## src/rtl/mps_pkg.sv

```systemverilog
// ----------------------------------------------------------------------------
// mps_pkg
// shared constants, codes and control structs of the job scheduler
// ----------------------------------------------------------------------------
`default_nettype none

package mps_pkg;

  localparam int MAX_JOBS = 16;
  localparam int ID_W     = 4;
  localparam int CNT_W    = 5;
  localparam int ETA_W    = 31;
  localparam int PROG_W   = 17;

  localparam logic [ETA_W-1:0]  ETA_LIMIT    = 31'h7FFF_FFFF;
  localparam logic [PROG_W-1:0] PROGRESS_ONE = 17'h1_0000;

  localparam logic [1:0] OP_ADD     = 2'd0;
  localparam logic [1:0] OP_UPDATE  = 2'd1;
  localparam logic [1:0] OP_PICK    = 2'd2;
  localparam logic [1:0] OP_CLEANUP = 2'd3;

  localparam logic [1:0] MODE_ISSUE    = 2'd0;
  localparam logic [1:0] MODE_RR       = 2'd1;
  localparam logic [1:0] MODE_ETA      = 2'd2;
  localparam logic [1:0] MODE_PROGRESS = 2'd3;

  localparam logic [1:0] ST_OK      = 2'd0;
  localparam logic [1:0] ST_FULL    = 2'd1;
  localparam logic [1:0] ST_UNKNOWN = 2'd2;

  typedef struct packed {
    logic single;
    logic start;
    logic step;
    logic finish;
  } dp_cmd_t;

  typedef struct packed {
    logic done;
  } dp_stat_t;

endpackage

`default_nettype wire

```

## src/rtl/mps_ifs.sv

```systemverilog
// ----------------------------------------------------------------------------
// mps channel interfaces
// request and response channels with valid/ready handshake
// ----------------------------------------------------------------------------
`default_nettype none

interface mps_req_if;
  logic                      valid;
  logic                      ready;
  logic [1:0]                op;
  logic [mps_pkg::ID_W-1:0]  job_id;
  logic                      work_pending;
  logic                      running;
  logic [mps_pkg::ETA_W-1:0] eta;
  logic [mps_pkg::PROG_W-1:0] progress;

  modport source (output valid, op, job_id, work_pending, running, eta, progress, input ready);
  modport sink   (input valid, op, job_id, work_pending, running, eta, progress, output ready);
endinterface

interface mps_rsp_if;
  logic                     valid;
  logic                     ready;
  logic [mps_pkg::ID_W-1:0] chosen_id;
  logic                     found;
  logic [1:0]               status;

  modport source (output valid, chosen_id, found, status, input ready);
  modport sink   (input valid, chosen_id, found, status, output ready);
endinterface

`default_nettype wire

```

## src/rtl/mps_ctrl.sv

```systemverilog
// ----------------------------------------------------------------------------
// mps_ctrl
// operation sequencer and response valid tracking
// ----------------------------------------------------------------------------
`default_nettype none

module mps_ctrl (
  input  wire logic              clk,
  input  wire logic              rst,
  input  wire logic              req_valid,
  input  wire logic [1:0]        op,
  input  wire logic              rsp_ready,
  input  wire mps_pkg::dp_stat_t stat,
  output mps_pkg::dp_cmd_t       cmd,
  output logic                   req_ready,
  output logic                   rsp_valid
);

  localparam logic [1:0] S_IDLE   = 2'd0;
  localparam logic [1:0] S_SCAN   = 2'd1;
  localparam logic [1:0] S_RESULT = 2'd2;

  logic [1:0] state;
  logic [1:0] state_next;
  logic       rsp_valid_next;
  logic       accept;
  logic       rsp_free;
  logic       scan_op;

  assign rsp_free  = !rsp_valid || rsp_ready;
  assign req_ready = (state == S_IDLE) && rsp_free;
  assign accept    = req_valid && req_ready;
  assign scan_op   = (op == mps_pkg::OP_PICK) || (op == mps_pkg::OP_CLEANUP);

  always_comb begin
    cmd.single = accept && !scan_op;
    cmd.start  = accept && scan_op;
    cmd.step   = (state == S_SCAN) && !stat.done;
    cmd.finish = (state == S_RESULT) && rsp_free;
  end

  always_comb begin
    state_next = state;
    unique case (state)
      S_IDLE:   if (cmd.start) state_next = S_SCAN;
      S_SCAN:   if (stat.done) state_next = S_RESULT;
      S_RESULT: if (rsp_free) state_next = S_IDLE;
      default:  state_next = S_IDLE;
    endcase
  end

  always_comb begin
    rsp_valid_next = rsp_valid;
    if (cmd.single || cmd.finish) begin
      rsp_valid_next = 1'b1;
    end else if (rsp_ready) begin
      rsp_valid_next = 1'b0;
    end
  end

  always_ff @(posedge clk) begin
    if (rst) begin
      state     <= S_IDLE;
      rsp_valid <= 1'b0;
    end else begin
      state     <= state_next;
      rsp_valid <= rsp_valid_next;
    end
  end

  a_accept_idle: assert property (@(posedge clk) disable iff (rst)
    (req_valid && req_ready) |-> (state == S_IDLE))
    else $error("request accepted outside idle");

  a_scan_enter: assert property (@(posedge clk) disable iff (rst)
    cmd.start |=> (state == S_SCAN))
    else $error("scan op did not start a scan");

  a_finish_free: assert property (@(posedge clk) disable iff (rst)
    cmd.finish |-> (!rsp_valid || rsp_ready))
    else $error("result loaded over a pending response");

  a_finish_valid: assert property (@(posedge clk) disable iff (rst)
    (cmd.finish || cmd.single) |=> (rsp_valid && (state == S_IDLE || state == S_SCAN)))
    else $error("finished transaction without response");

endmodule

`default_nettype wire

```

## src/rtl/mps_dp.sv

```systemverilog
// ----------------------------------------------------------------------------
// mps_dp
// job table, run list, scan datapath and response registers
// ----------------------------------------------------------------------------
`default_nettype none

module mps_dp (
  input  wire logic                        clk,
  input  wire logic                        rst,
  input  wire mps_pkg::dp_cmd_t            cmd,
  output mps_pkg::dp_stat_t                stat,
  input  wire logic                        cfg_wr_en,
  input  wire logic [1:0]                  cfg_wr_data,
  input  wire logic [1:0]                  op,
  input  wire logic [mps_pkg::ID_W-1:0]    job_id,
  input  wire logic                        work_pending,
  input  wire logic                        running,
  input  wire logic [mps_pkg::ETA_W-1:0]   eta,
  input  wire logic [mps_pkg::PROG_W-1:0]  progress,
  output logic [mps_pkg::ID_W-1:0]         chosen_id,
  output logic                             found,
  output logic [1:0]                       status
);

  logic [mps_pkg::ID_W-1:0]   run_order [mps_pkg::MAX_JOBS];
  logic                       work_flags [mps_pkg::MAX_JOBS];
  logic                       running_flags [mps_pkg::MAX_JOBS];
  logic [mps_pkg::ETA_W-1:0]  eta_table [mps_pkg::MAX_JOBS];
  logic [mps_pkg::PROG_W-1:0] progress_table [mps_pkg::MAX_JOBS];

  logic [mps_pkg::CNT_W-1:0]  run_count;
  logic [mps_pkg::CNT_W-1:0]  jobs_added;
  logic [1:0]                 schedule_mode;

  logic                       scan_pick;
  logic [mps_pkg::CNT_W-1:0]  idx;
  logic [mps_pkg::CNT_W-1:0]  kept;
  logic [mps_pkg::ETA_W-1:0]  best;
  logic [mps_pkg::ID_W-1:0]   pick_id;
  logic                       got;
  logic                       stop;

  logic [mps_pkg::ID_W-1:0]   cur_id;
  logic                       cur_work;
  logic                       cur_run;
  logic [mps_pkg::ETA_W-1:0]  cur_val;
  logic                       is_add;
  logic                       add_ok;
  logic                       upd_ok;
  logic                       rotate;
  logic                       hit;
  logic                       better;

  assign is_add = (op == mps_pkg::OP_ADD);
  assign add_ok = (jobs_added < mps_pkg::CNT_W'(mps_pkg::MAX_JOBS))
               && (run_count < mps_pkg::CNT_W'(mps_pkg::MAX_JOBS));
  assign upd_ok = ({1'b0, job_id} < jobs_added);

  assign rotate = scan_pick && (schedule_mode == mps_pkg::MODE_RR);
  assign cur_id = rotate ? run_order[0] : run_order[idx[mps_pkg::ID_W-1:0]];
  assign cur_work = work_flags[cur_id];
  assign cur_run  = running_flags[cur_id];
  assign cur_val  = (schedule_mode == mps_pkg::MODE_ETA) ? eta_table[cur_id]
                  : mps_pkg::ETA_W'(progress_table[cur_id]);
  assign hit      = cur_work && ((schedule_mode == mps_pkg::MODE_ISSUE) || rotate);
  assign better   = cur_work && (cur_val < best);

  assign stat.done = stop || (idx == run_count);

  always_ff @(posedge clk) begin
    if (rst) begin
      schedule_mode <= mps_pkg::MODE_ISSUE;
    end else if (cfg_wr_en) begin
      schedule_mode <= cfg_wr_data;
    end
  end

  always_ff @(posedge clk) begin
    if (rst) begin
      run_count  <= '0;
      jobs_added <= '0;
    end else if (cmd.single && is_add && add_ok) begin
      run_count  <= run_count + 1'b1;
      jobs_added <= jobs_added + 1'b1;
    end else if (cmd.finish && !scan_pick) begin
      run_count <= kept;
    end
  end

  // slot table
  always_ff @(posedge clk) begin
    if (cmd.single && is_add && add_ok) begin
      work_flags[jobs_added[mps_pkg::ID_W-1:0]]     <= 1'b0;
      running_flags[jobs_added[mps_pkg::ID_W-1:0]]  <= 1'b0;
      eta_table[jobs_added[mps_pkg::ID_W-1:0]]      <= '0;
      progress_table[jobs_added[mps_pkg::ID_W-1:0]] <= '0;
    end else if (cmd.single && !is_add && upd_ok) begin
      work_flags[job_id]     <= work_pending;
      running_flags[job_id]  <= running;
      eta_table[job_id]      <= eta;
      progress_table[job_id] <= progress;
    end
  end

  // run list
  always_ff @(posedge clk) begin
    if (cmd.single && is_add && add_ok) begin
      run_order[run_count[mps_pkg::ID_W-1:0]] <= jobs_added[mps_pkg::ID_W-1:0];
    end else if (cmd.step && rotate) begin
      for (int j = 0; j < mps_pkg::MAX_JOBS; j++) begin
        if (mps_pkg::CNT_W'(j + 1) < run_count) begin
          run_order[j] <= run_order[j + 1 < mps_pkg::MAX_JOBS ? j + 1 : j];
        end else if (mps_pkg::CNT_W'(j + 1) == run_count) begin
          run_order[j] <= run_order[0];
        end
      end
    end else if (cmd.step && !scan_pick && cur_run) begin
      run_order[kept[mps_pkg::ID_W-1:0]] <= cur_id;
    end
  end

  // scan state
  always_ff @(posedge clk) begin
    if (cmd.start) begin
      scan_pick <= (op == mps_pkg::OP_PICK);
      idx       <= '0;
      kept      <= '0;
      got       <= 1'b0;
      stop      <= 1'b0;
      best      <= (schedule_mode == mps_pkg::MODE_ETA) ? mps_pkg::ETA_LIMIT
                 : mps_pkg::ETA_W'(mps_pkg::PROGRESS_ONE);
    end else if (cmd.step) begin
      idx <= idx + 1'b1;
      if (scan_pick) begin
        unique case (schedule_mode)
          mps_pkg::MODE_ISSUE, mps_pkg::MODE_RR: begin
            if (hit) begin
              pick_id <= cur_id;
              got     <= 1'b1;
              stop    <= 1'b1;
            end
          end
          mps_pkg::MODE_ETA, mps_pkg::MODE_PROGRESS: begin
            if (better) begin
              best    <= cur_val;
              pick_id <= cur_id;
              got     <= 1'b1;
            end
          end
          default: ;
        endcase
      end else if (cur_run) begin
        kept <= kept + 1'b1;
      end
    end
  end

  // response registers
  always_ff @(posedge clk) begin
    if (cmd.single) begin
      if (is_add) begin
        chosen_id <= add_ok ? jobs_added[mps_pkg::ID_W-1:0] : '0;
        found     <= add_ok;
        status    <= add_ok ? mps_pkg::ST_OK : mps_pkg::ST_FULL;
      end else begin
        chosen_id <= '0;
        found     <= 1'b0;
        status    <= upd_ok ? mps_pkg::ST_OK : mps_pkg::ST_UNKNOWN;
      end
    end else if (cmd.finish) begin
      chosen_id <= (scan_pick && got) ? pick_id : '0;
      found     <= scan_pick && got;
      status    <= mps_pkg::ST_OK;
    end
  end

endmodule

`default_nettype wire

```

## src/rtl/multi_policy_job_scheduler.sv

```systemverilog
// ----------------------------------------------------------------------------
// multi_policy_job_scheduler
// run list of up to MAX_JOBS job slots with add, update, pick and cleanup
//
// req carries one operation per transaction (op, job_id, work_pending,
// running, eta and progress fields), rsp returns one result per operation
// (chosen_id, found, status). The pick policy comes from the schedule_mode
// register, written through cfg_wr_en / cfg_wr_data; the user must write it
// only while the block is idle, the block itself does not enforce this.
// Add and update complete in the accept cycle: the response is valid on the
// next cycle and the next request can follow right behind it. Pick and
// cleanup walk the run list one entry per cycle through the single scan
// datapath, stopping early when issue order or round robin hits, and the
// result is loaded once the response register is empty or being drained.
// The next request is taken once the block is idle and the response register
// is empty or being drained. A stalled receiver holds the response and
// blocks further requests. Reset empties the run list, zeroes the job count,
// selects issue order and drops any pending response.
// ----------------------------------------------------------------------------
`default_nettype none

module multi_policy_job_scheduler (
  input  wire logic       clk,
  input  wire logic       rst,
  mps_req_if.sink         req,
  mps_rsp_if.source       rsp,
  input  wire logic       cfg_wr_en,
  input  wire logic [1:0] cfg_wr_data
);

  mps_pkg::dp_cmd_t  cmd;
  mps_pkg::dp_stat_t stat;

  mps_ctrl u_ctrl (
    .clk       (clk),
    .rst       (rst),
    .req_valid (req.valid),
    .op        (req.op),
    .rsp_ready (rsp.ready),
    .stat      (stat),
    .cmd       (cmd),
    .req_ready (req.ready),
    .rsp_valid (rsp.valid)
  );

  mps_dp u_dp (
    .clk          (clk),
    .rst          (rst),
    .cmd          (cmd),
    .stat         (stat),
    .cfg_wr_en    (cfg_wr_en),
    .cfg_wr_data  (cfg_wr_data),
    .op           (req.op),
    .job_id       (req.job_id),
    .work_pending (req.work_pending),
    .running      (req.running),
    .eta          (req.eta),
    .progress     (req.progress),
    .chosen_id    (rsp.chosen_id),
    .found        (rsp.found),
    .status       (rsp.status)
  );

endmodule

`default_nettype wire

```

## src/flat_wrapper.sv

```systemverilog
// flat-port wrapper written by rule: the top's interface ports become plain ports
module multi_policy_job_scheduler_flat 
  (clk, rst, cfg_wr_en, cfg_wr_data, req_valid, req_op, req_job_id, req_work_pending, req_running, req_eta, req_progress, req_ready, rsp_valid, rsp_chosen_id, rsp_found, rsp_status, rsp_ready);
  mps_req_if req_i ();
  mps_rsp_if rsp_i ();
  input  wire logic clk;
  input  wire logic rst;
  input  wire logic cfg_wr_en;
  input  wire logic [1:0] cfg_wr_data;
  input wire logic [$bits(req_i.valid)-1:0] req_valid;
  input wire logic [$bits(req_i.op)-1:0] req_op;
  input wire logic [$bits(req_i.job_id)-1:0] req_job_id;
  input wire logic [$bits(req_i.work_pending)-1:0] req_work_pending;
  input wire logic [$bits(req_i.running)-1:0] req_running;
  input wire logic [$bits(req_i.eta)-1:0] req_eta;
  input wire logic [$bits(req_i.progress)-1:0] req_progress;
  output wire logic [$bits(req_i.ready)-1:0] req_ready;
  output wire logic [$bits(rsp_i.valid)-1:0] rsp_valid;
  output wire logic [$bits(rsp_i.chosen_id)-1:0] rsp_chosen_id;
  output wire logic [$bits(rsp_i.found)-1:0] rsp_found;
  output wire logic [$bits(rsp_i.status)-1:0] rsp_status;
  input wire logic [$bits(rsp_i.ready)-1:0] rsp_ready;
  assign req_i.valid = req_valid;
  assign req_i.op = req_op;
  assign req_i.job_id = req_job_id;
  assign req_i.work_pending = req_work_pending;
  assign req_i.running = req_running;
  assign req_i.eta = req_eta;
  assign req_i.progress = req_progress;
  assign req_ready = req_i.ready;
  assign rsp_valid = rsp_i.valid;
  assign rsp_chosen_id = rsp_i.chosen_id;
  assign rsp_found = rsp_i.found;
  assign rsp_status = rsp_i.status;
  assign rsp_i.ready = rsp_ready;
  multi_policy_job_scheduler u_core (.clk(clk), .rst(rst), .req(req_i), .rsp(rsp_i), .cfg_wr_en(cfg_wr_en), .cfg_wr_data(cfg_wr_data));
endmodule
```

## config.mk

```make
export PLATFORM = sky130hd
export DESIGN_NAME = multi_policy_job_scheduler_flat
export DESIGN_NICKNAME = d
export VERILOG_FILES = /design/src/rtl/mps_pkg.sv /design/src/rtl/mps_ifs.sv /design/src/rtl/mps_ctrl.sv /design/src/rtl/mps_dp.sv /design/src/rtl/multi_policy_job_scheduler.sv /design/src/flat_wrapper.sv
export SDC_FILE = /design/constraint.sdc
export NUM_CORES = 1
export LEC_CHECK = 0
export BUFFER_PORTS_ARGS = -buffer_cell sky130_fd_sc_hd__buf_2
export CORE_MARGIN = 4
export CORE_UTILIZATION = 30
export DETAILED_ROUTE_END_ITERATION = 7
export PLACE_DENSITY_LB_ADDON = 0.15
export SLEW_MARGIN = 25
export SYNTH_ARGS = -nofsm -noshare
export SYNTH_HDL_FRONTEND = slang
export SYNTH_HIERARCHICAL = 1
export SYNTH_SLANG_ARGS = --single-unit
```

## constraint.sdc

```tcl
create_clock -name clk -period 7.9 [get_ports clk]
set_input_delay 0.395 -clock clk [delete_from_list [all_inputs] [get_ports clk]]
set_output_delay 0.395 -clock clk [all_outputs]
set_load 0.01 [all_outputs]
```

## After elaboration in Yosys (flattened, before gate mapping)

Memories as Yosys holds them, arrays and structs flattened. A register that Yosys moved wholly into a read port is not among the register bits.
Cells that the tools add are included.

| storage, ports and cells | value |
|---|---|
| bits in registers | 70 |
| bits in latches | 0 |
| bits in writable memories | 864 |
| bits in read-only memories | 0 |
| input port bits | 63 |
| output and inout port bits | 9 |
| logic and storage cells | 368 |
| memories kept | 5 |

| operators by class | value |
|---|---|
| add/sub/neg operators | 4 |
| $mul | 0 |
| divide/modulo/power cells | 0 |
| order comparisons | 20 |
| equal/unequal tests | 29 |
| shift-type cells | 0 |
| mux-type cells | 224 |
| bitwise gates (word level) | 18 |
| reductions and logical operators | 53 |

Memory list:

| name | depth | bits a word | read ports | clocked after Yosys merged registers in | write ports | RTL line | RTL |
|---|---|---|---|---|---|---|---|
| u_core.u_dp.eta_table | 16 | 31 | 1 | 0 | 1 | mps_dp.sv:28 | `logic [mps_pkg::ETA_W-1:0] eta_table [mps_pkg::MAX_JOBS];` |
| u_core.u_dp.progress_table | 16 | 17 | 1 | 0 | 1 | mps_dp.sv:29 | `logic [mps_pkg::PROG_W-1:0] progress_table [mps_pkg::MAX_JOBS];` |
| u_core.u_dp.run_order | 16 | 4 | 17 | 1 | 16 | mps_dp.sv:25 | `logic [mps_pkg::ID_W-1:0] run_order [mps_pkg::MAX_JOBS];` |
| u_core.u_dp.running_flags | 16 | 1 | 1 | 0 | 1 | mps_dp.sv:27 | `logic running_flags [mps_pkg::MAX_JOBS];` |
| u_core.u_dp.work_flags | 16 | 1 | 1 | 0 | 1 | mps_dp.sv:26 | `logic work_flags [mps_pkg::MAX_JOBS];` |

Operator list:

| kind | number |
|---|---|
| 31-bit 2-to-1 mux | 8 |
| 1-bit 2-to-1 mux | 169 |
| 4-bit 2-to-1 mux | 34 |
| 4-bit by 5-bit == test with 1-bit output, first input constant | 8 |
| 4-bit by 5-bit < comparator with 1-bit output, first input constant | 8 |
| 31-bit < comparator | 1 |
| 31-bit OR reduction | 1 |
| 5-bit by 1-bit adder with 5-bit output, second input constant | 4 |
| 3-bit by 5-bit == test with 1-bit output, first input constant | 4 |
| 3-bit by 5-bit < comparator with 1-bit output, first input constant | 4 |
| 1-bit logical AND | 19 |
| 17-bit 2-to-1 mux | 1 |
| 17-bit OR reduction | 1 |
| 1-bit bitwise OR | 16 |
| 2-bit 2-to-1 mux | 7 |
| 2-bit nonzero test | 7 |
| 4-bit AND reduction | 3 |
| 2-bit == test, second input constant | 5 |
| 2-bit by 5-bit == test with 1-bit output, first input constant | 2 |
| 2-bit by 5-bit < comparator with 1-bit output, first input constant | 2 |
| 5-bit < comparator, second input constant | 2 |
| 5-bit 2-to-1 mux | 2 |
| 2-bit != test, second input constant | 4 |
| 4-bit one-hot mux with 2 select lines | 1 |
| other kinds (19) | 35 |

## Longest topological paths before layout

Gate-level depths: netlist of the first run.

| depth | value |
|---|---|
| depth after elaboration | 13 |
| mapped depth | 28 |

## By module

Netlist of the first run, hierarchy kept.

Modules (own cells, without submodules):

| module | instances | cells an instance | area an instance (um^2) |
|---|---|---|---|
| mps_dp | 1 | 3092 | 40636.5 |
| mps_ctrl | 1 | 19 | 177.7 |

## Worst setup path after synthesis of the first run

Ideal clock, no wire load.

| timing | value |
|---|---|
| kind | flip-flop to flip-flop |
| start point | reg (tool-made name) |
| end point | reg u_core/u_dp/best[0] (netlist name), enable pin |
| setup time | 0.462 ns |
| arrival | 7.145 ns |
| data required time | 7.438 ns |
| slack | 0.293 ns |
| stages on the path, launching flop included | 24 |
| period minus slack after synthesis | 7.607 ns |
| path through | dfxtp_1 buf_2 mux4_2 o221ai_1 and3_1 buf_2 buf_2 buf_2 clkbuf_1 nand3_1 a311o_1 o311ai_0 o21ai_0 ha_1 a21o_1 a21o_1 a21o_1 a21o_1 a21o_1 a21o_1 a221o_1 a21oi_1 o31ai_1 o21ai_0 |

RTL lines:

| what | RTL line | RTL |
|---|---|---|
| end signal, assigned | mps_dp.sv:130 | `best <= (schedule_mode == mps_pkg::MODE_ETA) ? mps_pkg::ETA_LIMIT` |
| end signal, assigned | mps_dp.sv:145 | `best <= cur_val;` |
| end, declared | mps_dp.sv:38 | `logic [mps_pkg::ETA_W-1:0] best;` |

==> reports/qor.csv, run 1 <==
stage;metric;value;unit
floorplanning;fp-row-count;135;
setup_path;arrival;7.46;ns
setup_path;path_depth;25;
detailed_routing;num_vias;25300;
detailed_routing;wl;123;mm
synthesis;yosys_warnings;6;
layout;fillers;13200;
floorplanning;die_x;377;microns
setup_path;critPathKind;reg -> reg;
synthesis;netlist_instances;3111;
layout;syn_to_final_growth;14.9;%
worst_hold_path;hp-start;req_op[1];
detailed_routing;postRouteAntennaNets;0;
timing;tightest_slew;1.06;ns
synthesis;synth-seq-area-share;68.3;%
cts;postCtsSetupBuffers;0;
synthesis;synthMuxAreaShare;8.68;%
floorplanning;dieArea;142000;sq um
detailed_routing;post-route-drc-count;0;
synthesis;synth_async_sr_flop_share;0;%
power;p_total;12700;uW
floorplanning;start_util;30.2;%
setup_path;crit_family;compound AO/OA/AOI/OAI gates;
setup_path;crit_required;8.25;ns
timing;maxClockFrequency;141;MHz
timing;slew_viol_final;0;
timing;tns;0;ns
grt;antenna_found_initial;9;
placed_design;portBuffers;71;
floorplanning;die_y;377;microns
flow_run;max_cap_viol_count;0;
worst_hold_path;hold_depth;2;
timing;rsz0062_at_grt;false;
detailed_routing;drt-initial-drc-count;1826;
outcome;status;finished, final reports clean;
synthesis;synth_area;40800;sq um
detailed_routing;drtPass1Iterations;7;
layout;drive_gt1_share;11.6;%
cts;cts_root_buf;clkbuf_16;
synthesis;synth_area_leader_cell;edfxtp_1;
setup_path;cp-end-kind;flip-flop;
setup_path;critPathSlowestCell;dfxtp_1;
timing;setup_viol;0;
floorplanning;coreArea;135000;sq um
cts;path_clk_slew;0.06;ns
layout;layout.nets;3282;
floorplanning;io_pins;72;
cts;cts_buffers;105;
synthesis;synth_xor_area_share;0.343;%
synthesis;synth_fa_ha_area_share;1.20;%
synthesis;ys_ff_latch;938;
cts;cts_max_level;3;
timing;max-slew-margin-rel;28.5;%
setup_path;max_stage_delay;0.80;ns
synthesis;yosys.area_share.simple;12.9;%
setup_path;crit_buf_inv;4;
synthesis;synth_top_area_share;66.7;%
placed_design;hpwl;69.4;mm
timing;fin_crit_sh;89.9;%
power;powerDensity;271;nW/um^2
cts;clock_latency;0.73;ns
detailed_routing;viasPerCell;5.02;
setup_path;cp_max_fo;70;
placed_design;gp_congestion;0.832;
synthesis;synth_top_family_by_area;simple AND/OR/NAND/NOR gates;
synthesis;synth_compound_area_share;6.11;%
power;leakagePower;0.0167;uW
power;ir_worst_vdd;0.176;mV
grt;grt_pass1_wl;178;mm
synthesis;synth_nets;3213;
grt;grt_remaining_overflow;0;
cts;clk_path_buf_depth;3;
setup_path;crit_top_cell;a21o_1;
layout;finish.utilization;34.7;%
timing;final_hold_viol_count;0;
setup_path;setup.worst_path.start_class;flip-flop;
grt;grt_usage;17.1;%
grt;first_global_vias;24700;
synthesis;synthTopCellsByArea;edfxtp_1 67%, mux2i_1 7.2%, nand2_1 5.1%;
setup_path;worst-r2r-cell-count;25;
synthesis;synth_edf_count;907;
synthesis;synth_cell_type_count;76;
synthesis;synth-main-ff-cell;edfxtp_1;
cts;cts.sinks;938;
synthesis;avgSynthCellArea;13.1;sq um
worst_hold_path;hp-class;in -> reg;
grt;grt_max_degree;116;
timing;fin_crit;7.10;ns
timing;fin_skew;0.0528;ns
detailed_routing;wire_per_inst;24.4;microns
cts;cts_tree;done;
==> worst paths after layout <==
| kind | to | slack, ns |
|---|---|---|
| worst max register to register | u_core/u_dp/best[18]$_DFFE_PP_ | 0.80 |
| worst min-delay path | u_core/u_dp/scan_pick$_DFFE_PP_ | 0.09 |
| worst min register to register | u_core/u_dp/kept[4]$_SDFFE_PP0P_ | 0.52 |
| worst max-delay path | u_core/u_dp/best[18]$_DFFE_PP_ | 0.80 |
==> synth_stat cells (31+ instances only) <==
master / count
a21oi_1: 72
and2_1: 57
and3_1: 85
clkbuf_1: 134
dfxtp_1: 31
edfxtp_1: 907
ha_1: 39
inv_1: 52
mux2i_1: 293
nand2_1: 550
nand3_1: 268
nor2_1: 105
o21ai_0: 108
==> routing by layer <==
metal	global-route usage (%)	wire length, microns
met1	22.9	55100
met4	5.15	3380
met2	28.6	59600
met3	2.65	5130
met5	0	10
==> state kept, by name (all words and copies together) (netlist names), 5 cells and up, named ones only <==
register	count
u_core/u_dp/best	31
u_core/u_dp/eta_table	496
u_core/u_dp/idx	5
u_core/u_dp/jobs_added	5
u_core/u_dp/kept	5
u_core/u_dp/progress_table	272
u_core/u_dp/run_count	5
u_core/u_dp/run_order	64
u_core/u_dp/running_flags	16
u_core/u_dp/work_flags	16
==> where the power goes <==
part	total [uW]	switching [uW]	internal, uW
clock	4590	2000	2590
combinational	2620	1700	917
sequential	5510	37.9	5480
total	12700	3740	8990
==> metrics by stage <==
stage | worst slack, ns | instances | hold WS [ns] | cell area (sq um)
finish | 0.796 | 5045 | 0.0898 | 46900
global route | 0.282 | 5044 | 0.0824 | 46900
CTS | 0.785 | 5043 | 0.0228 | 46900
detailed placement | 0.803 | 4848 | 0.519 | 43600
global placement | 0.862 | 4844 | 0.513 | 43500
floorplan | 0.293 | 3111 | 0.441 | 40800
==> cells in the final DEF (no fill, tap or decap), types with 15 or more instances in the layout <==
cell type	netlist	final
mux2i_1	293	293
mux2_2	28	28
ha_1	39	39
a311o_1	17	17
inv_1	52	49
a21oi_1	72	72
o21ai_0	108	107
o22ai_1	30	30
a21o_1	29	29
clkinv_1	1	30
edfxtp_1	907	907
and2_1	57	57
nand3_1	268	268
nor2_4	1	19
dfxtp_1	31	31
nand2_1	550	550
clkbuf_1	134	31
buf_2	30	71
nor2_1	105	87
and3_1	85	84
buf_4	5	67
a22oi_1	23	23
clkbuf_16	0	106
a21boi_0	15	15
nor3_1	24	24
o311ai_0	15	15
==> kinds of logic (layout without fill, tap and decap cells) <==
kind of cell,count (synthesis),in the layout
mux,334,334
xor+xnor,16,16
simple gates,1150,1150
fa+ha+maj,39,39
buf+inv,253,404
compound gates,381,381
flops,938,938
other cells,0,2
==> repair_timing <==
action | 4_1_cts | 5_1_grt
hold endpoints to repair | 5 | 0
hold buffers | 6 | 0
gates resized for setup | 0 | 0
==> area by class of cell <==
| cell class | instances | area, sq um | share of cell area (%) |
|---|---|---|---|
| Timing Repair Buffer | 161 | 1270 | 2.71 |
| Multi-Input combinational cell | 1920 | 12100 | 25.8 |
| Sequential cell | 938 | 27900 | 59.4 |
| Clock inverter | 52 | 415 | 0.886 |
| Tap cell | 1781 | 2230 | 4.75 |
| Antenna cell | 2 | 5.00 | 0.0107 |
| Clock buffer | 137 | 2770 | 5.91 |
| Inverter | 54 | 220 | 0.470 |
(Power assumes the default switching activity.)
==> run 2: changes to the inputs <==
- RECOVER_POWER: not set -> 25
==> run 2 against run 1 <==
Against the previous run:
- clock power about the same
- highest routed layer unchanged
- clock skew up 0.00097 ns
- critical endpoint unchanged
- flip-flop and latch count unchanged
- register-to-register slack about the same
==> reports/qor.csv, run 2 (synthesized netlist as in run 1, its figures left out) <==
stage;metric;value;unit;change
outcome;status;finished, final reports clean;;
cts;path_clk_slew;0.06;ns;about the same
setup_path;cp_max_fo;70;;unchanged
placed_design;portBuffers;71;;unchanged
detailed_routing;wl;123;mm;-0.10%
detailed_routing;drt-initial-drc-count;1770;;-3.1%
timing;fin_skew;0.0537;ns;+0.000969 ns
setup_path;critPathKind;reg -> reg;;
cts;cts_buffers;105;;unchanged
flow_run;max_cap_viol_count;0;;unchanged
detailed_routing;num_vias;25300;;-0.12%
timing;final.setup.worst_slack;0.789;ns;-0.00689 ns
layout;largest_register_ffs;496;;unchanged
placed_design;gp_congestion;0.832;;unchanged
cts;cts_tree;done;;
detailed_routing;postRouteAntennaNets;0;;unchanged
detailed_routing;wire_per_inst;24.4;microns;-0.10%
setup_path;crit_required;8.25;ns;about the same
floorplanning;dieArea;142000;sq um;unchanged
cts;cts_root_buf;clkbuf_16;;
detailed_routing;post-route-drc-count;0;;unchanged
floorplanning;fp-row-count;135;;unchanged
layout;final_cell_mix;907 x edfxtp_1, 550 x nand2_1, 293 x mux2i_1, 268 x nand3_1, 107 x o21ai_0;;
layout;drive_gt1_share;11.0;%;-0.55 points
floorplanning;coreArea;135000;sq um;unchanged
timing;slew_viol_final;0;;unchanged
placed_design;hpwl;69.4;mm;unchanged
timing;fin_crit_sh;90.0;%;about the same
timing;setup_viol;0;;unchanged
timing;max-slew-margin-rel;8.67;%;-20 points
worst_hold_path;hp-class;in -> reg;;
layout;syn_to_final_growth;14.7;%;
setup_path;cp-end-kind;flip-flop;;
timing;tightest_slew;1.37;ns;+0.310 ns
cts;postCtsResizedCells;0;;unchanged
grt;grt_pass1_wl;178;mm;unchanged
grt;first_global_vias;24700;;unchanged
timing;tns;0;ns;unchanged
layout;reg.largest.list;u_core/u_dp/eta_table (496), u_core/u_dp/progress_table (272), u_core/u_dp/run_order (64);;
floorplanning;start_util;30.2;%;unchanged
grt;grt_remaining_overflow;0;;unchanged
grt;grt_max_degree;116;;unchanged
grt;antenna_found_initial;8;;-1
layout;layout_commonest_cell;edfxtp_1;;
setup_path;arrival;7.46;ns;about the same
setup_path;setup.worst_path.start_class;flip-flop;;
cts;cts.sinks;938;;unchanged
placed_design;post-place-ws;0.803;ns;unchanged
timing;rsz0062_at_grt;false;;
floorplanning;die_y;377;microns;unchanged
cts;clk_path_buf_depth;3;;unchanged
layout;layout.nets;3282;;unchanged
cts;postCtsSetupBuffers;0;;unchanged
grt;grt_usage;17.1;%;unchanged
cts;clock_latency;0.73;ns;about the same
power;leakagePower;0.0166;uW;-0.47%
cts;cts_max_level;3;;unchanged
detailed_routing;drtPass1Iterations;5;;-2
timing;final_hold_viol_count;0;;unchanged
layout;top_register;u_core/u_dp/eta_table;;
power;ir_worst_vdd;0.176;mV;-0.11%
timing;maxClockFrequency;141;MHz;about the same
detailed_routing;viasPerCell;5.01;;-0.12%
power;powerDensity;272;nW/um^2;about the same
timing;fin_crit;7.11;ns;+0.00689 ns
floorplanning;die_x;377;microns;unchanged
floorplanning;io_pins;72;;unchanged
run 2: cell types whose count changed in the layout (fill, tap and decap cells not counted), sizes merged:
| cell | previous run | this run |
|---|---|---|
| clkbuf | 137 | 150 |
| buf | 155 | 142 |
run 2: critical path, stage by stage (launching register included):
cell      delay, ns
dfxtp_1        0.80
mux4_2         0.58
nand2b_1       0.17
a32o_1         0.31
nor2_4         0.55
inv_8          0.36
buf_12         0.31
buf_4          0.29
nand2_1        0.11
nand3_1        0.07
and3_1         0.20
o21ai_0        0.13
a21boi_0       0.71
nor2_1         0.09
ha_1           0.32
nand4_1        0.10
nor2_1         0.07
and3_1         0.18
nand3_1        0.12
o22ai_1        0.10
nor2_1         0.08
o21ai_0        0.09
a21oi_1        0.17
o31ai_1        0.15
o21ai_4        0.14
buf_4          0.42
run 2: what timing repair did:
item,4_1_cts,5_1_grt
endpoints found under the setup margin,0,0
hold buffers,6,0
hold endpoints to repair,5,0
run 2: report_power, final:
part / total (uW) / switching, uW / internal [uW]
clock network: 4590 / 2000 / 2590
logic: 2610 / 1690 / 914
registers: 5520 / 37.8 / 5480
run 2: cell type report:
| cell class | instances | area (sq um) |
|---|---|---|
| Antenna cell | 2 | 5.00 |
| Clock buffer | 137 | 2770 |
| Clock inverter | 52 | 415 |
| Fill cell | 13300 | 88500 |
| Inverter | 54 | 220 |
| Multi-Input combinational cell | 1920 | 12100 |
| Sequential cell | 938 | 27900 |
| Tap cell | 1781 | 2230 |
| Timing Repair Buffer | 161 | 1240 |
run 2: path summary, 6_finish.rpt:
path / startpoint / cells past startpoint / endpoint / slack (ns)
worst max-delay path: flip-flop / 25 / u_core/u_dp/best[18]$_DFFE_PP_ / 0.79
worst min-delay path: req_op[1] / 2 / u_core/u_dp/scan_pick$_DFFE_PP_ / 0.09
worst max register to register: flip-flop / 25 / u_core/u_dp/best[18]$_DFFE_PP_ / 0.79
worst min register to register: u_core/u_dp/kept[4]$_SDFFE_PP0P_ / 2 / u_core/u_dp/kept[4]$_SDFFE_PP0P_ / 0.52
run 2: per-stage QoR:
stage	util [%]	cells	cell area (sq um)	total power [uW]	hold slack, ns
6_report	34.6	5045	46800	12700	0.0862
4_1_cts	34.6	5043	46900	12900	0.0228
3_3_place_gp	32.2	4844	43500	8280	0.513
5_1_grt	34.6	5044	46800	13300	0.0825
2_1_floorplan	-	3111	40800	7320	0.441
3_5_place_dp	32.2	4848	43600	8280	0.519
run 2: layer usage:
metal  vias to the layer above  wire, microns  track usage [%]  share of wire [%]
li1                      11700              -                -                  -
met1                     12800          54900             22.9                 45
met4                         2           3470             5.15                2.8
met2                       556          59500             28.6                 48
met3                       187           5210             2.65                4.2
met5                         -             10                0             0.0081
==> run 3: changes to the inputs <==
- CELL_PAD_IN_SITES_DETAIL_PLACEMENT: not set -> 2
- CELL_PAD_IN_SITES_GLOBAL_PLACEMENT: not set -> 2
==> run 3 against run 2 <==
Against the previous run:
- design area grew 0.70%
- setup slack got worse by 0.22 ns
- routed wire length is 11% higher
- clock skew shrank 0.029 ns
- combinational power rose by 2%
- total power rose by 3.9%
- die area unchanged
- critical path type unchanged
- critical endpoint is now u_core/u_dp/best[7]$_DFFE_PP_
- highest routed layer is now met4
==> reports/qor.csv, run 3 (synthesized netlist as in run 1, its figures left out) <==
stage;metric;value;unit;change
outcome;status;finished, final reports clean;;
layout;final_cell_mix;907 x edfxtp_1, 550 x nand2_1, 293 x mux2i_1, 268 x nand3_1, 111 x clkbuf_16;;
placed_design;hpwl;79.2;mm;+14%
placed_design;gp_congestion;0.833;;about the same
timing;fin_hold_ws;0.126;ns;+0.0396 ns
power;powerDensity;280;nW/um^2;+3.2%
layout;syn_to_final_growth;15.5;%;
timing;fin_skew;0.0246;ns;-0.0292 ns
grt;grt_max_degree;124;;+6.9%
timing;max-slew-margin-rel;28.6;%;+20 points
setup_path;critPathKind;reg -> reg;;
timing;tightest_slew;1.07;ns;-0.303 ns
detailed_routing;num_vias;26400;;+4.4%
floorplanning;dieArea;142000;sq um;unchanged
detailed_routing;dr_wl_met2;66.0;mm;+11%
grt;antenna_found_initial;5;;-3
layout;largest_register_ffs;496;;unchanged
layout;fin_area;47200;sq um;+0.70%
setup_path;setup.worst_path.start_class;flip-flop;;
cts;cts.sinks;938;;unchanged
setup_path;cp_max_fo;39;;-44%
grt;first_global_vias;28600;;+16%
detailed_routing;wl_met1;63.3;mm;+15%
grt;grt_usage;19.1;%;+2.0 points
floorplanning;start_util;30.2;%;unchanged
cts;cts_max_level;3;;unchanged
floorplanning;io_pins;72;;unchanged
floorplanning;coreArea;135000;sq um;unchanged
grt;grt_pass1_wl;200;mm;+12%
setup_path;worst-r2r-cell-count;24;;-4.0%
detailed_routing;top_layer;met4;;
cts;path_clk_slew;0.06;ns;about the same
detailed_routing;dr_wl_met3;4.21;mm;-19%
cts;cts_root_buf;clkbuf_16;;
layout;layout_commonest_cell;edfxtp_1;;
power;p_seq_share;41.7;%;-1.7 points
setup_path;cp-end-kind;flip-flop;;
floorplanning;die_x;377;microns;unchanged
cts;cts_buffers;109;;+3.8%
layout;layout.nets;3288;;+0.18%
flow_run;max_cap_viol_count;0;;unchanged
timing;final_hold_viol_count;0;;unchanged
detailed_routing;viasPerCell;5.22;;+4.1%
cts;postCtsSetupBuffers;0;;unchanged
floorplanning;fp-row-count;135;;unchanged
placed_design;place_inst;4848;;unchanged
worst_hold_path;hp-start;req_valid;;
setup_path;crit_required;8.26;ns;about the same
timing;maxClockFrequency;136;MHz;-3.0%
setup_path;rrSetupSlack;0.57;ns;-0.22 ns
setup_path;arrival;7.69;ns;+0.23 ns
layout;final_cells;5057;;+0.24%
power;p_int;9350;uW;+4.1%
power;p_total;13200;uW;+3.9%
cts;cts_tree;done;;
timing;tns;0;ns;unchanged
worst_hold_path;hold_depth;3;;+1
floorplanning;die_y;377;microns;unchanged
cts;clock_latency;0.72;ns;about the same
detailed_routing;post-route-drc-count;0;;unchanged
layout;n_antenna_cell;0;;-2
cts;clk_path_buf_depth;3;;unchanged
power;switching_share;29.2;%;-0.12 points
placed_design;portBuffers;71;;unchanged
detailed_routing;wl;137;mm;+11%
detailed_routing;wire_per_inst;27.1;microns;+11%
layout;top_register;u_core/u_dp/eta_table;;
detailed_routing;drt-initial-drc-count;1666;;-5.9%
layout;reg.largest.list;u_core/u_dp/eta_table (496), u_core/u_dp/progress_table (272), u_core/u_dp/run_order (64);;
power;power_frac_comb;20.2;%;-0.3 points
timing;setup_viol;0;;unchanged
power;leakagePower;0.0168;uW;+1.0%
detailed_routing;postRouteAntennaNets;0;;unchanged
timing;fin_crit_sh;92.8;%;+2.8 points
worst_hold_path;hp-class;in -> reg;;
timing;fin_crit;7.33;ns;+0.222 ns
timing;slew_viol_final;0;;unchanged
grt;grt_remaining_overflow;0;;unchanged
placed_design;dpl_cell_area;43600;sq um;about the same
layout;drive_gt1_share;11.5;%;+0.50 points
power;power_switching;3870;uW;+3.5%
power;clockPowerShare;38.1;%;+2.0 points
power;ir_worst_vdd;0.166;mV;-5.8%
detailed_routing;drtPass1Iterations;5;;unchanged
timing;rsz0062_at_grt;false;;
run 3: cell types whose count changed in the layout (fill, tap and decap cells not counted), moves of 4 or more:
cell and delta:
and2_0 +4, bufinv_16 +8, and2_1 -4, clkbuf_16 +5
clkbuf_1 -8
run 3: layout make-up:
cell class                 instances  area (sq um)
clock buffer                     136          2880
tap                             1781          2230
fill                           13900         88100
multi-input combinational       1920         12100
clock inverter                    65           631
timing repair buffer             163          1260
sequential                       938         27900
inverter                          54           220
run 3: final timing paths:
path                                               to
hold / removal    u_core/u_ctrl/state[0]$_SDFFE_PP0P_
setup reg to reg        u_core/u_dp/best[7]$_DFFE_PP_
hold reg to reg       u_core/u_dp/idx[4]$_SDFFE_PP0P_
setup / recovery        u_core/u_dp/best[7]$_DFFE_PP_
run 3: power by group through the flow:
stage / sequential, uW / clock [uW] / combinational, uW
floorplan: 5600 / 0 / 1720
global placement: 5610 / 0 / 2660
CTS: 5510 / 5200 / 2730
global route: 5510 / 5400 / 2930
finish: 5510 / 5040 / 2670
detailed placement: 5620 / 0 / 2720
run 3: worst max-delay path, stage by stage (launching register included):
cell and delay, ns:
dfxtp_1 0.67, buf_4 0.31, mux2i_1 0.11, a311oi_1 0.30
o221ai_1 0.33, and3_4 0.47, inv_4 0.54, buf_4 0.53
nand3_1 0.13, and3_1 0.20, o21ai_0 0.15, a21boi_0 0.68
nor2_1 0.11, ha_1 0.33, nand4_1 0.12, nor2_1 0.09
and3_1 0.18, nand3_1 0.14, o22ai_1 0.11, nor2_1 0.12
o21ai_0 0.11, a21oi_1 0.23, o31ai_1 0.19, o21ai_4 0.26
buf_4 0.43
run 3: routing by layer:
layer / GRT usage (%) / vias up
li1: - / 11700
met1: 26.1 / 14000
met2: 32.0 / 456
met3: 2.46 / 176
met4: 4.92 / 0
met5: 0 / -
run 3: what timing repair did:
item,CTS,global route
hold endpoints to repair,7,0
hold buffers,7,0
setup endpoints to repair,0,0
gates resized for setup,0,0
run 3: per-stage QoR:
stage / worst slack, ns / util (%)
floorplan: 0.293 / -
global placement: 0.763 / 32.2
detailed placement: 0.685 / 32.2
CTS: 0.586 / 34.9
global route: 0.152 / 34.9
finish: 0.567 / 34.9
